### src/rtl/bale_pkg.sv
// Shared constants, codes and types of the bounded array list engine.
package bale_pkg;

    localparam int DEPTH  = 64;
    localparam int IDX_W  = $clog2(DEPTH);
    localparam int LEN_W  = $clog2(DEPTH + 1);
    localparam int CMD_W  = 3;
    localparam int POS_W  = 6;
    localparam int VAL_W  = 32;
    localparam int CAP_W  = 7;
    localparam int ST_W   = 3;
    localparam int CNT_W  = 7;
    localparam int CMP_W  = (LEN_W > CAP_W) ? LEN_W : CAP_W;
    localparam int GRP    = 8;
    localparam int GRP_W  = $clog2(GRP);
    localparam int NGRP   = (DEPTH + GRP - 1) / GRP;
    localparam int NGRP_W = (NGRP > 1) ? $clog2(NGRP) : 1;
    localparam int FIDX_W = NGRP_W + GRP_W;

    localparam logic [CAP_W-1:0] CAP_RESET = CAP_W'(64);

    typedef enum logic [CMD_W-1:0] {
        CMD_INSERT = 3'd0,
        CMD_DELETE = 3'd1,
        CMD_APPEND = 3'd2,
        CMD_GET    = 3'd3,
        CMD_SET    = 3'd4,
        CMD_FIND   = 3'd5,
        CMD_CLEAR  = 3'd6
    } t_cmd;

    typedef enum logic [ST_W-1:0] {
        ST_OK       = 3'd0,
        ST_RANGE    = 3'd1,
        ST_FULL     = 3'd2,
        ST_EMPTY    = 3'd3,
        ST_NOTFOUND = 3'd4
    } t_status;

    typedef enum logic [1:0] {
        S_IDLE,
        S_EXEC,
        S_REDUCE
    } t_state;

    typedef struct packed {
        logic ld_val;
        logic from_left;
        logic from_right;
    } t_cell_ctl;

endpackage

### src/rtl/bale_cell.sv
// One storage cell of the list row: holds an entry, shifts and compares it.
module bale_cell (
    input  logic                         i_clk,
    input  bale_pkg::t_cell_ctl          i_ctl,
    input  logic [bale_pkg::VAL_W-1:0]   i_left,
    input  logic [bale_pkg::VAL_W-1:0]   i_right,
    input  logic [bale_pkg::VAL_W-1:0]   i_val,
    input  logic                         i_live,
    output logic [bale_pkg::VAL_W-1:0]   o_data,
    output logic                         o_match
);
    import bale_pkg::*;

    logic [VAL_W-1:0] r_data;
    logic [VAL_W-1:0] n_data;

    always_comb begin
        n_data = r_data;
        if (i_ctl.ld_val) begin
            n_data = i_val;
        end else if (i_ctl.from_left) begin
            n_data = i_left;
        end else if (i_ctl.from_right) begin
            n_data = i_right;
        end
    end

    always_ff @(posedge i_clk) begin
        r_data <= n_data;
    end

    assign o_data  = r_data;
    assign o_match = i_live && (r_data == i_val);

endmodule

### config.mk
export PLATFORM = sky130hd
export DESIGN_NAME = bale_cell
export DESIGN_NICKNAME = d
export VERILOG_FILES = /design/src/rtl/bale_pkg.sv /design/src/rtl/bale_cell.sv
export SDC_FILE = /design/constraint.sdc
export NUM_CORES = 1
export LEC_CHECK = 0
export ABC_AREA = 1
export BUFFER_PORTS_ARGS = -buffer_cell sky130_fd_sc_hd__buf_2
export CAP_MARGIN = 30
export CORE_UTILIZATION = 47
export DETAILED_ROUTE_END_ITERATION = 8
export GPL_TIMING_DRIVEN = 0
export PLACE_DENSITY = 0.87
export SLEW_MARGIN = 40
export SYNTH_ARGS = -nofsm -noshare
export SYNTH_HDL_FRONTEND = slang
export SYNTH_SLANG_ARGS = --single-unit
### constraint.sdc
create_clock -name i_clk -period 2.5 [get_ports i_clk]
set_input_delay 0.125 -clock i_clk [delete_from_list [all_inputs] [get_ports i_clk]]
set_output_delay 0.125 -clock i_clk [all_outputs]
set_load 0.02 [all_outputs]
==> flow_metrics.py, run 1 <==
metrics = {
    "power_and_ir_drop": {
        "p_per_area_mw_per_mm2": 522,
        "clkPwrFrac": 0.246,
        "peakVddDrop_v": 0.000302,
        "p_switching_w": 0.000508,
        "pwr-share-comb": 0.298,
        "sw_frac_of_total": 0.326,
        "p_int_w": 0.00105,
        "p_leak_nw": 1.60,
        "p_seq_frac": 0.456,
    },
    "routing": {
        "drc": 0,
        "drt_iter0_markers": 178,
        "vias": 2456,
        "drt_pass1_iterations": 4,
        "vias_per_cell": 5.06,
        "ant_nets": 0,
        "post_drt_wl_per_cell_um": 13.6,
        "routed_wl_um": 6590,
    },
    "timing": {
        "hold_violations": 0,
        "rsz0062_at_grt": "false",
        "relSlewSlack": 0.468,
        "min_period_ns": 1.65,
        "fin_tns_setup_ns": 0,
        "fin_ws_ns": 0.846,
        "worstMarginPinSlew_ns": 0.795,
        "max_freq_ghz": 0.605,
        "fin_crit_sh": 0.662,
        "timing.hold.ws_ns": 0.191,
        "setup_violations": 0,
        "report.final.slew_viol_count": 0,
    },
    "status": {
        "status": "complete, no violations",
    },
    "yosys": {
        "synth_warnings": 0,
        "synthCells": 294,
        "ys_async_sr_fraction": 0,
        "synthXorXnorAreaFrac": 0.0361,
        "synthMuxAreaShare": 0,
        "yosysMostFrequentCell": "nand2_1",
        "synth-simple-area-share": 0.219,
        "syn_area_mm2": 0.00218,
        "ys_seq_elements": 32,
        "synth_edf_count": 32,
        "ys_top_cells_by_area": "edfxtp_1 (44%), nand2_1 (16%), a21oi_1 (10%), a22oi_1 (6.9%), inv_1 (5.7%)",
        "syn_avg_cell_area_um2": 7.42,
        "synth_top_family_by_area": "simple AND/OR/NAND/NOR gates",
        "ys_seq_area_frac": 0.441,
        "synthAdderAreaFrac": 0,
        "synth-main-ff-cell": "edfxtp_1",
        "syn-num-nets": 395,
        "synth_compound_area_frac": 0.190,
        "yosysUniqueCellTypes": 18,
        "synthTopCellsByCount": "nand2_1 (92), a21oi_1 (45), inv_1 (33), edfxtp_1 (32), nor2_1 (31)",
        "netlist.area_leader.share": 0.441,
        "synth_area_leader_cell": "edfxtp_1",
    },
    "global_route": {
        "grt_pass1_vias": 2420,
        "grt_busiest_layer": "met2",
        "antenna_found_initial": 0,
        "grtUsageMet3": 0.0722,
        "grt_max_degree": 33,
        "grt_pass1_wl_um": 10600,
        "gr-usage-met2": 0.486,
        "grt.overflow.total": 0,
        "met1_usage": 0.335,
        "grt_use_total": 0.277,
    },
    "floorplanning": {
        "start_util": 0.494,
        "dieArea_mm2": 0.00492,
        "die_x_um": 70.1,
        "core_mm2": 0.00441,
        "std_cell_rows": 24,
        "pin_count": 134,
        "die_h_um": 70.1,
    },
    "clock_network": {
        "cts_tree": "yes",
        "post_cts_buffers": 0,
        "cts_resized": 0,
        "clockBufferDepth": 2,
        "clk_pin_slew_ns": 0.07,
        "cts_made_buffers": 5,
        "cts_root_buf": "clkbuf_8",
        "holdBufCountCts": 0,
        "h-tree-depth": 2,
        "cts.sinks": 32,
    },
    "worst_setup_path": {
        "arrival_ns": 1.53,
        "crit_fanout": 3,
        "endpoint_kind": "output pin",
        "worstPathRequired_ns": 2.38,
        "start_kind": "flop",
        "path_class": "reg -> out",
    },
    "placed_design": {
        "port_buffers": 131,
        "dpl.hpwl_um": 5100,
        "pre_cts_ws_ns": 0.903,
        "place.gp.congestion": 0.826,
        "dp.cells": 477,
    },
    "final_layout": {
        "largest_reg_flops": 32,
        "syn_to_final_growth_pct": 36.8,
        "drive_gt1_frac": 0.367,
        "layout.nets": 533,
        "fin_cells": 485,
        "num_antenna_cells": 0,
        "fillers": 403,
    },
    "job": {
        "drv_cap": 0,
    },
    "worst_hold_path": {
        "hp-class": "in -> reg",
        "hold_depth": 3,
    },
}
-- power by group through the flow --
stage          sequential [W]  clock (W)  combinational (W)
5_1_grt              0.000719   0.000409           0.000512
3_5_place_dp         0.000721          0           0.000464
2_1_floorplan        0.000795          0           0.000191
4_1_cts              0.000710   0.000395           0.000466
6_report             0.000710   0.000383           0.000465
3_3_place_gp         0.000716          0           0.000454
-- through the flow --
step | util | total power, W | cell area, um2
2_1_floorplan | - | 0.000986 | 2180
3_3_place_gp | 0.657 | 0.00117 | 2900
3_5_place_dp | 0.658 | 0.00118 | 2900
4_1_cts | 0.676 | 0.00157 | 2980
5_1_grt | 0.676 | 0.00164 | 2980
6_report | 0.676 | 0.00156 | 2980
-- placed cells by master (no fill, tap or decap) --
master and count:
a21oi_1 45, a22oi_1 20, buf_2 140, buf_4 2
buf_6 3, clkbuf_1 2, clkbuf_8 5, clkinv_1 1
clkinv_2 1, edfxtp_1 32, inv_1 33, inv_2 7
nand2_1 91, nand2_2 1, nand3_1 2, nor2_1 31
nor3_1 1, o211ai_1 2, o21ai_0 1, o21ai_1 4
xnor2_1 6, xor2_1 3
-- worst max-delay path: stages (launching register included) --
cell and delay [ns]:
edfxtp_1 0.42, nand2_1 0.13, nand2_1 0.06, nor2_1 0.09, nand2_1 0.06, nor2_1 0.10
nand3_1 0.12, nor2_1 0.11, buf_2 0.17
-- kinds of logic after synthesis --
group / Yosys count
XOR/XNOR: 9
flip-flops: 32
AND/OR/NAND/NOR: 126
AO/OA/AOI/OAI: 72
buffers and inverters: 55
-- final cells by class --
class / instances / area [um2] / area share
timing repair buffer: 131 / 656 / 0.220
multi-input combinational: 207 / 973 / 0.326
buffer: 14 / 93.8 / 0.0314
inverter: 41 / 155 / 0.0520
clock buffer: 7 / 76.3 / 0.0256
sequential: 32 / 961 / 0.322
tap: 52 / 65.1 / 0.0218
clock inverter: 1 / 3.75 / 0.00126
-- final timing paths --
check	start	to	slack [ns]
max	o_data[23]	o_match	0.85
min	i_val[22]	o_data[22]	0.19
-- routing by layer --
| layer | wire length, um | up-vias |
|---|---|---|
| met4 | 78 | 0 |
| met5 | 0 | - |
| met1 | 2730 | 1075 |
| met3 | 577 | 8 |
| met2 | 3200 | 132 |
| li1 | - | 1241 |
(Power assumes the default switching activity.)
==> inputs of run 2 (changes only) <==
- ABC_AREA: 1 -> 0
- CORE_UTILIZATION: 47 -> 42
- PLACE_DENSITY: 0.87 -> 0.81
- clock period: 2.5 -> 1.6 ns (I/O delays scaled with it)
==> flow_metrics.py, run 2 <==
metrics = {
    "status": {
        "status": "complete, but fails checks",
        "violations": "DRC, setup timing",
    },
    "placed_design": {
        "dpl.hpwl_um": 4360,
        "dp.cells": 367,
        "placed_area_mm2": 0.00271,
        "pre_cts_ws_ns": -0.172,
        "place.gp.congestion": 0.820,
        "port_buffers": 131,
    },
    "global_route": {
        "grt.overflow.total": 0,
        "grt_pass1_wl_um": 8940,
        "grt_max_degree": 33,
        "grt_use_total": 0.233,
        "antenna_found_initial": 0,
        "grt_pass1_vias": 1897,
    },
    "final_layout": {
        "drive_gt1_frac": 0.458,
        "final_cell_mix": "buf_2 (134), nand2_1 (33), mux2i_1 (32), o21ai_0 (32), edfxtp_1 (32)",
        "mostFrequentLayoutCell": "buf_2",
        "layout.nets": 423,
        "largest_reg_flops": 32,
        "fin_cells": 375,
        "num_antenna_cells": 0,
        "fin_util": 0.635,
        "stdcell_area_mm2": 0.00282,
        "syn_to_final_growth_pct": 42.7,
    },
    "routing": {
        "ant_nets": 0,
        "drt_pass1_iterations": 7,
        "drt_iter0_markers": 144,
        "wl_met2_um": 2790,
        "wl_met3_um": 392,
        "vias": 1902,
        "wl_met1_um": 2380,
        "post_drt_wl_per_cell_um": 15.0,
        "vias_per_cell": 5.07,
        "routed_wl_um": 5630,
        "drc": 18,
        "top_layer": "met4",
    },
    "yosys": {
        "synthCells": 184,
        "ys_async_sr_fraction": 0,
        "ys_seq_elements": 32,
        "synth-main-ff-cell": "edfxtp_1",
        "synth_area_leader_cell": "edfxtp_1",
        "netlist.area_leader.share": 0.486,
        "ys_top_cells_by_area": "edfxtp_1 (49%), mux2i_1 (16%), xor2_1 (12%), o21ai_0 (8.1%), nand2_1 (6.3%)",
        "synth_edf_count": 32,
        "synth_warnings": 0,
        "yosysUniqueCellTypes": 16,
        "syn_avg_cell_area_um2": 10.8,
        "syn_area_mm2": 0.00198,
        "syn-num-nets": 285,
        "synthTopCellsByCount": "nand2_1 (33), edfxtp_1 (32), mux2i_1 (32), o21ai_0 (32), xor2_1 (27)",
        "ys_seq_area_frac": 0.486,
        "yosysMostFrequentCell": "nand2_1",
    },
    "worst_setup_path": {
        "slowest_delay_ns": 0.41,
        "crit_fanout": 2,
        "path_depth": 5,
        "arrival_ns": 1.81,
        "start_kind": "flop",
        "path_cells": "xor2_1, nor4_2, nand4_1, nor4_4, buf_4",
        "critPathTopFamily": "simple AND/OR/NAND/NOR gates",
        "worstPathRequired_ns": 1.52,
        "critPathBufInv": 1,
        "path_class": "reg -> out",
        "critPathSlowestCell": "edfxtp_1",
        "endpoint_kind": "output pin",
    },
    "clock_network": {
        "cts_root_buf": "clkbuf_8",
        "cts_made_buffers": 5,
        "h-tree-depth": 2,
        "post_cts_buffers": 0,
        "cts.sinks": 32,
        "cts_tree": "yes",
        "holdBufCountCts": 0,
        "clockBufferDepth": 2,
        "clk_pin_slew_ns": 0.07,
    },
    "timing": {
        "worstMarginPinSlew_ns": 0.757,
        "max_freq_ghz": 0.529,
        "hold_violations": 0,
        "rsz0062_at_grt": "true",
        "fin_ws_ns": -0.289,
        "relSlewSlack": 0.496,
        "fin_crit_sh": 1.18,
        "setup_violations": 1,
        "min_period_ns": 1.89,
        "report.final.slew_viol_count": 0,
    },
    "floorplanning": {
        "core_mm2": 0.00444,
        "dieArea_mm2": 0.00499,
        "start_util": 0.445,
        "pin_count": 134,
        "die_x_um": 70.6,
        "die_h_um": 70.6,
        "std_cell_rows": 24,
    },
    "power_and_ir_drop": {
        "peakVddDrop_v": 0.000444,
        "total_power_w": 0.00236,
        "p_leak_nw": 1.38,
        "p_per_area_mw_per_mm2": 836,
    },
    "job": {
        "drv_cap": 0,
    },
    "worst_hold_path": {
        "hold_depth": 3,
        "hp-start": "i_val[22]",
        "hp-class": "in -> reg",
        "hold_end": "o_data[22]",
    },
}
==> run 2: changes by cell type in the layout (fill, tap and decap cells not counted), moves of 20 or more <==
| cell | delta |
|---|---|
| o21ai_0 | +31 |
| inv_1 | -32 |
| a21oi_1 | -45 |
| xor2_1 | +24 |
| a22oi_1 | -20 |
| nor2_1 | -31 |
| nand2_1 | -58 |
| mux2i_1 | +32 |
==> run 2: cell families after synthesis <==
logic type	count (synthesis)	share of synthesized area
mux	32	0.162
compound gates	34	0.0930
simple gates	43	0.0968
xor+xnor	31	0.137
buf+inv	12	0.0253
flops	32	0.486
==> run 2: worst max path at each step <==
stage          slack [ns]    endpoint        from
5_1_grt             -0.40     o_match  o_data[12]
3_3_place_gp        -0.29  o_data[15]    i_ctl[2]
2_1_floorplan        0.02     o_match  o_data[31]
6_report            -0.29     o_match  o_data[12]
4_1_cts             -0.32     o_match   o_data[3]
3_5_place_dp        -0.17     o_match   o_data[3]
==> run 2: timing repair <==
action                                  4_1_cts  5_1_grt
gates resized for setup                       4        2
pin swaps                                     3        2
cloned                                        0        0
endpoints found under the setup margin        1        1
==> run 2: layer usage <==
metal	GRT usage	vias to the layer above
li1	-	941
met1	0.289	865
met2	0.406	88
met3	0.0499	8
met4	0.0778	0
met5	0	-
==> run 2: report_power, final <==
group	total [W]	internal [W]	switching [W]
registers	0.00110	0.00104	0.0000631
clock network	0.000592	0.000303	0.000289
logic	0.000664	0.000279	0.000386
total	0.00236	0.00162	0.000738
==> run 2: cell type report <==
class | count | area [um2]
timing repair buffer | 131 | 658
tap | 52 | 65.1
inverter | 1 | 3.75
clock buffer | 7 | 76.3
buffer | 11 | 46.3
multi-input combinational | 140 | 1010
sequential | 32 | 961
clock inverter | 1 | 3.75
fill | 392 | 1620
==> run 2: metrics by stage <==
step           setup TNS, ns  hold slack (ns)
2_1_floorplan              0            0.267
3_3_place_gp           -9.53            0.383
3_5_place_dp          -0.172            0.392
4_1_cts               -0.320            0.103
5_1_grt               -0.401            0.113
6_report              -0.289            0.108
==> run 2: worst min-delay path, cell delays in order <==
cell and delay [ns]:
buf_2 0.10, nand2_1 0.05, o21ai_0 0.06
==> inputs of run 3 (changes only) <==
- CAP_MARGIN: 30 -> unset
- CORE_UTILIZATION: 42 -> 45
- PLACE_DENSITY: 0.81 -> 0.86
- clock period: 1.6 -> 2.3 ns (I/O delays scaled with it)
==> flow_metrics.py, run 3 (synthesis results as in run 2) <==
metrics = {
    "power_and_ir_drop": {
        "clkPwrFrac": 0.248,
        "p_per_area_mw_per_mm2": 580,
        "p_leak_nw": 1.36,
        "peakVddDrop_v": 0.000431,
        "p_int_w": 0.00112,
        "sw_frac_of_total": 0.303,
        "p_seq_frac": 0.477,
        "pwr-share-comb": 0.275,
        "p_switching_w": 0.000488,
    },
    "final_layout": {
        "syn_to_final_growth_pct": 40.4,
        "mostFrequentLayoutCell": "buf_2",
        "layout.nets": 423,
        "drive_gt1_frac": 0.443,
        "final_cell_mix": "buf_2 (135), nand2_1 (33), mux2i_1 (32), o21ai_0 (32), edfxtp_1 (32)",
        "num_antenna_cells": 0,
        "largest_reg_flops": 32,
    },
    "timing": {
        "worstMarginPinSlew_ns": 0.727,
        "fin_crit_sh": 0.847,
        "relSlewSlack": 0.515,
        "hold_violations": 0,
        "fin_tns_setup_ns": 0,
        "rsz0062_at_grt": "false",
        "report.final.slew_viol_count": 0,
        "min_period_ns": 1.95,
        "setup_violations": 0,
        "max_freq_ghz": 0.513,
        "timing.hold.ws_ns": 0.152,
    },
    "floorplanning": {
        "core_mm2": 0.00412,
        "die_h_um": 68.3,
        "die_x_um": 68.3,
        "dieArea_mm2": 0.00466,
        "start_util": 0.481,
        "std_cell_rows": 23,
        "pin_count": 134,
    },
    "worst_setup_path": {
        "worstPathRequired_ns": 2.18,
        "critPathSlowestCell": "edfxtp_1",
        "path_class": "reg -> out",
        "arrival_ns": 1.83,
        "start_kind": "flop",
        "crit_fanout": 2,
        "slowest_delay_ns": 0.40,
        "endpoint_kind": "output pin",
        "path_cells": "xor2_1, nor4_1, nand4_1, nor4_2, buf_2",
    },
    "global_route": {
        "grt_pass1_vias": 1780,
        "grt_max_degree": 33,
        "antenna_found_initial": 0,
        "grt.overflow.total": 0,
        "grt_pass1_wl_um": 8110,
        "grt_use_total": 0.245,
    },
    "clock_network": {
        "cts_root_buf": "clkbuf_8",
        "h-tree-depth": 2,
        "clk_pin_slew_ns": 0.07,
        "post_cts_buffers": 0,
        "holdBufCountCts": 0,
        "clockBufferDepth": 2,
        "cts_tree": "yes",
        "cts_resized": 0,
        "cts.sinks": 32,
        "cts_made_buffers": 5,
    },
    "status": {
        "status": "complete, no violations",
    },
    "routing": {
        "vias_per_cell": 5.14,
        "drt_pass1_iterations": 4,
        "routed_wl_um": 5630,
        "wl_met2_um": 2980,
        "wl_met3_um": 284,
        "ant_nets": 0,
        "post_drt_wl_per_cell_um": 15.1,
        "drc": 0,
        "vias": 1916,
        "drt_iter0_markers": 153,
        "wl_met1_um": 2320,
        "top_layer": "met4",
    },
    "worst_hold_path": {
        "hp-class": "in -> reg",
        "hold_depth": 3,
        "hp-start": "i_val[13]",
        "hold_end": "o_data[13]",
    },
    "placed_design": {
        "dpl.hpwl_um": 4500,
        "place.gp.congestion": 0.754,
        "port_buffers": 131,
    },
    "job": {
        "drv_cap": 0,
    },
}
[run 3: worst max path at each step]
stage | from | to | slack (ns) | cells past startpoint
6_report | o_data[24] | o_match | 0.35 | 5
5_1_grt | o_data[29] | o_match | 0.25 | 5
4_1_cts | o_data[29] | o_match | 0.34 | 5
3_5_place_dp | o_data[29] | o_match | 0.63 | 5
3_3_place_gp | i_ctl[2] | o_data[16] | 0.35 | 2
2_1_floorplan | o_data[10] | o_match | 0.55 | 4
[run 3: worst max-delay path, delay by kind of cell, from the launching register on]
family                    cells  cell delay (ns)
DFF                           1             0.40
buffers and inverters         1             0.21
and+or+nand+nor               3             0.78
xor gates and xnor gates      1             0.17
[run 3: metal layers]
| layer | GRT usage | vias up |
|---|---|---|
| met5 | 0 | - |
| met4 | 0.0625 | 0 |
| met3 | 0.0350 | 4 |
| met2 | 0.438 | 80 |
| met1 | 0.308 | 892 |
| li1 | - | 940 |
[run 3: stage by stage]
step | total power, W | setup WS (ns) | std cells | instance area, um2 | util
2_1_floorplan | 0.00102 | 0.554 | 184 | 1980 | -
3_3_place_gp | 0.00121 | 0.351 | 365 | 2700 | 0.655
3_5_place_dp | 0.00123 | 0.633 | 365 | 2700 | 0.656
4_1_cts | 0.00162 | 0.341 | 373 | 2780 | 0.675
5_1_grt | 0.00170 | 0.252 | 373 | 2780 | 0.675
6_report | 0.00161 | 0.352 | 373 | 2780 | 0.675
[run 3: cell type report]
type | count | area (um2)
Buffer | 11 | 46.3
Clock buffer | 7 | 76.3
Clock inverter | 1 | 3.75
Fill cell | 342 | 1340
Inverter | 1 | 3.75
Multi-Input combinational cell | 140 | 968
Sequential cell | 32 | 961
Tap cell | 50 | 62.6
Timing Repair Buffer | 131 | 656
[run 3: power groups by stage]
stage	logic [W]	registers, W	clock network [W]
finish	0.000444	0.000768	0.000400
global route	0.000486	0.000776	0.000434
CTS	0.000448	0.000769	0.000403
detailed placement	0.000447	0.000779	0
global placement	0.000435	0.000775	0
floorplan	0.000158	0.000862	0
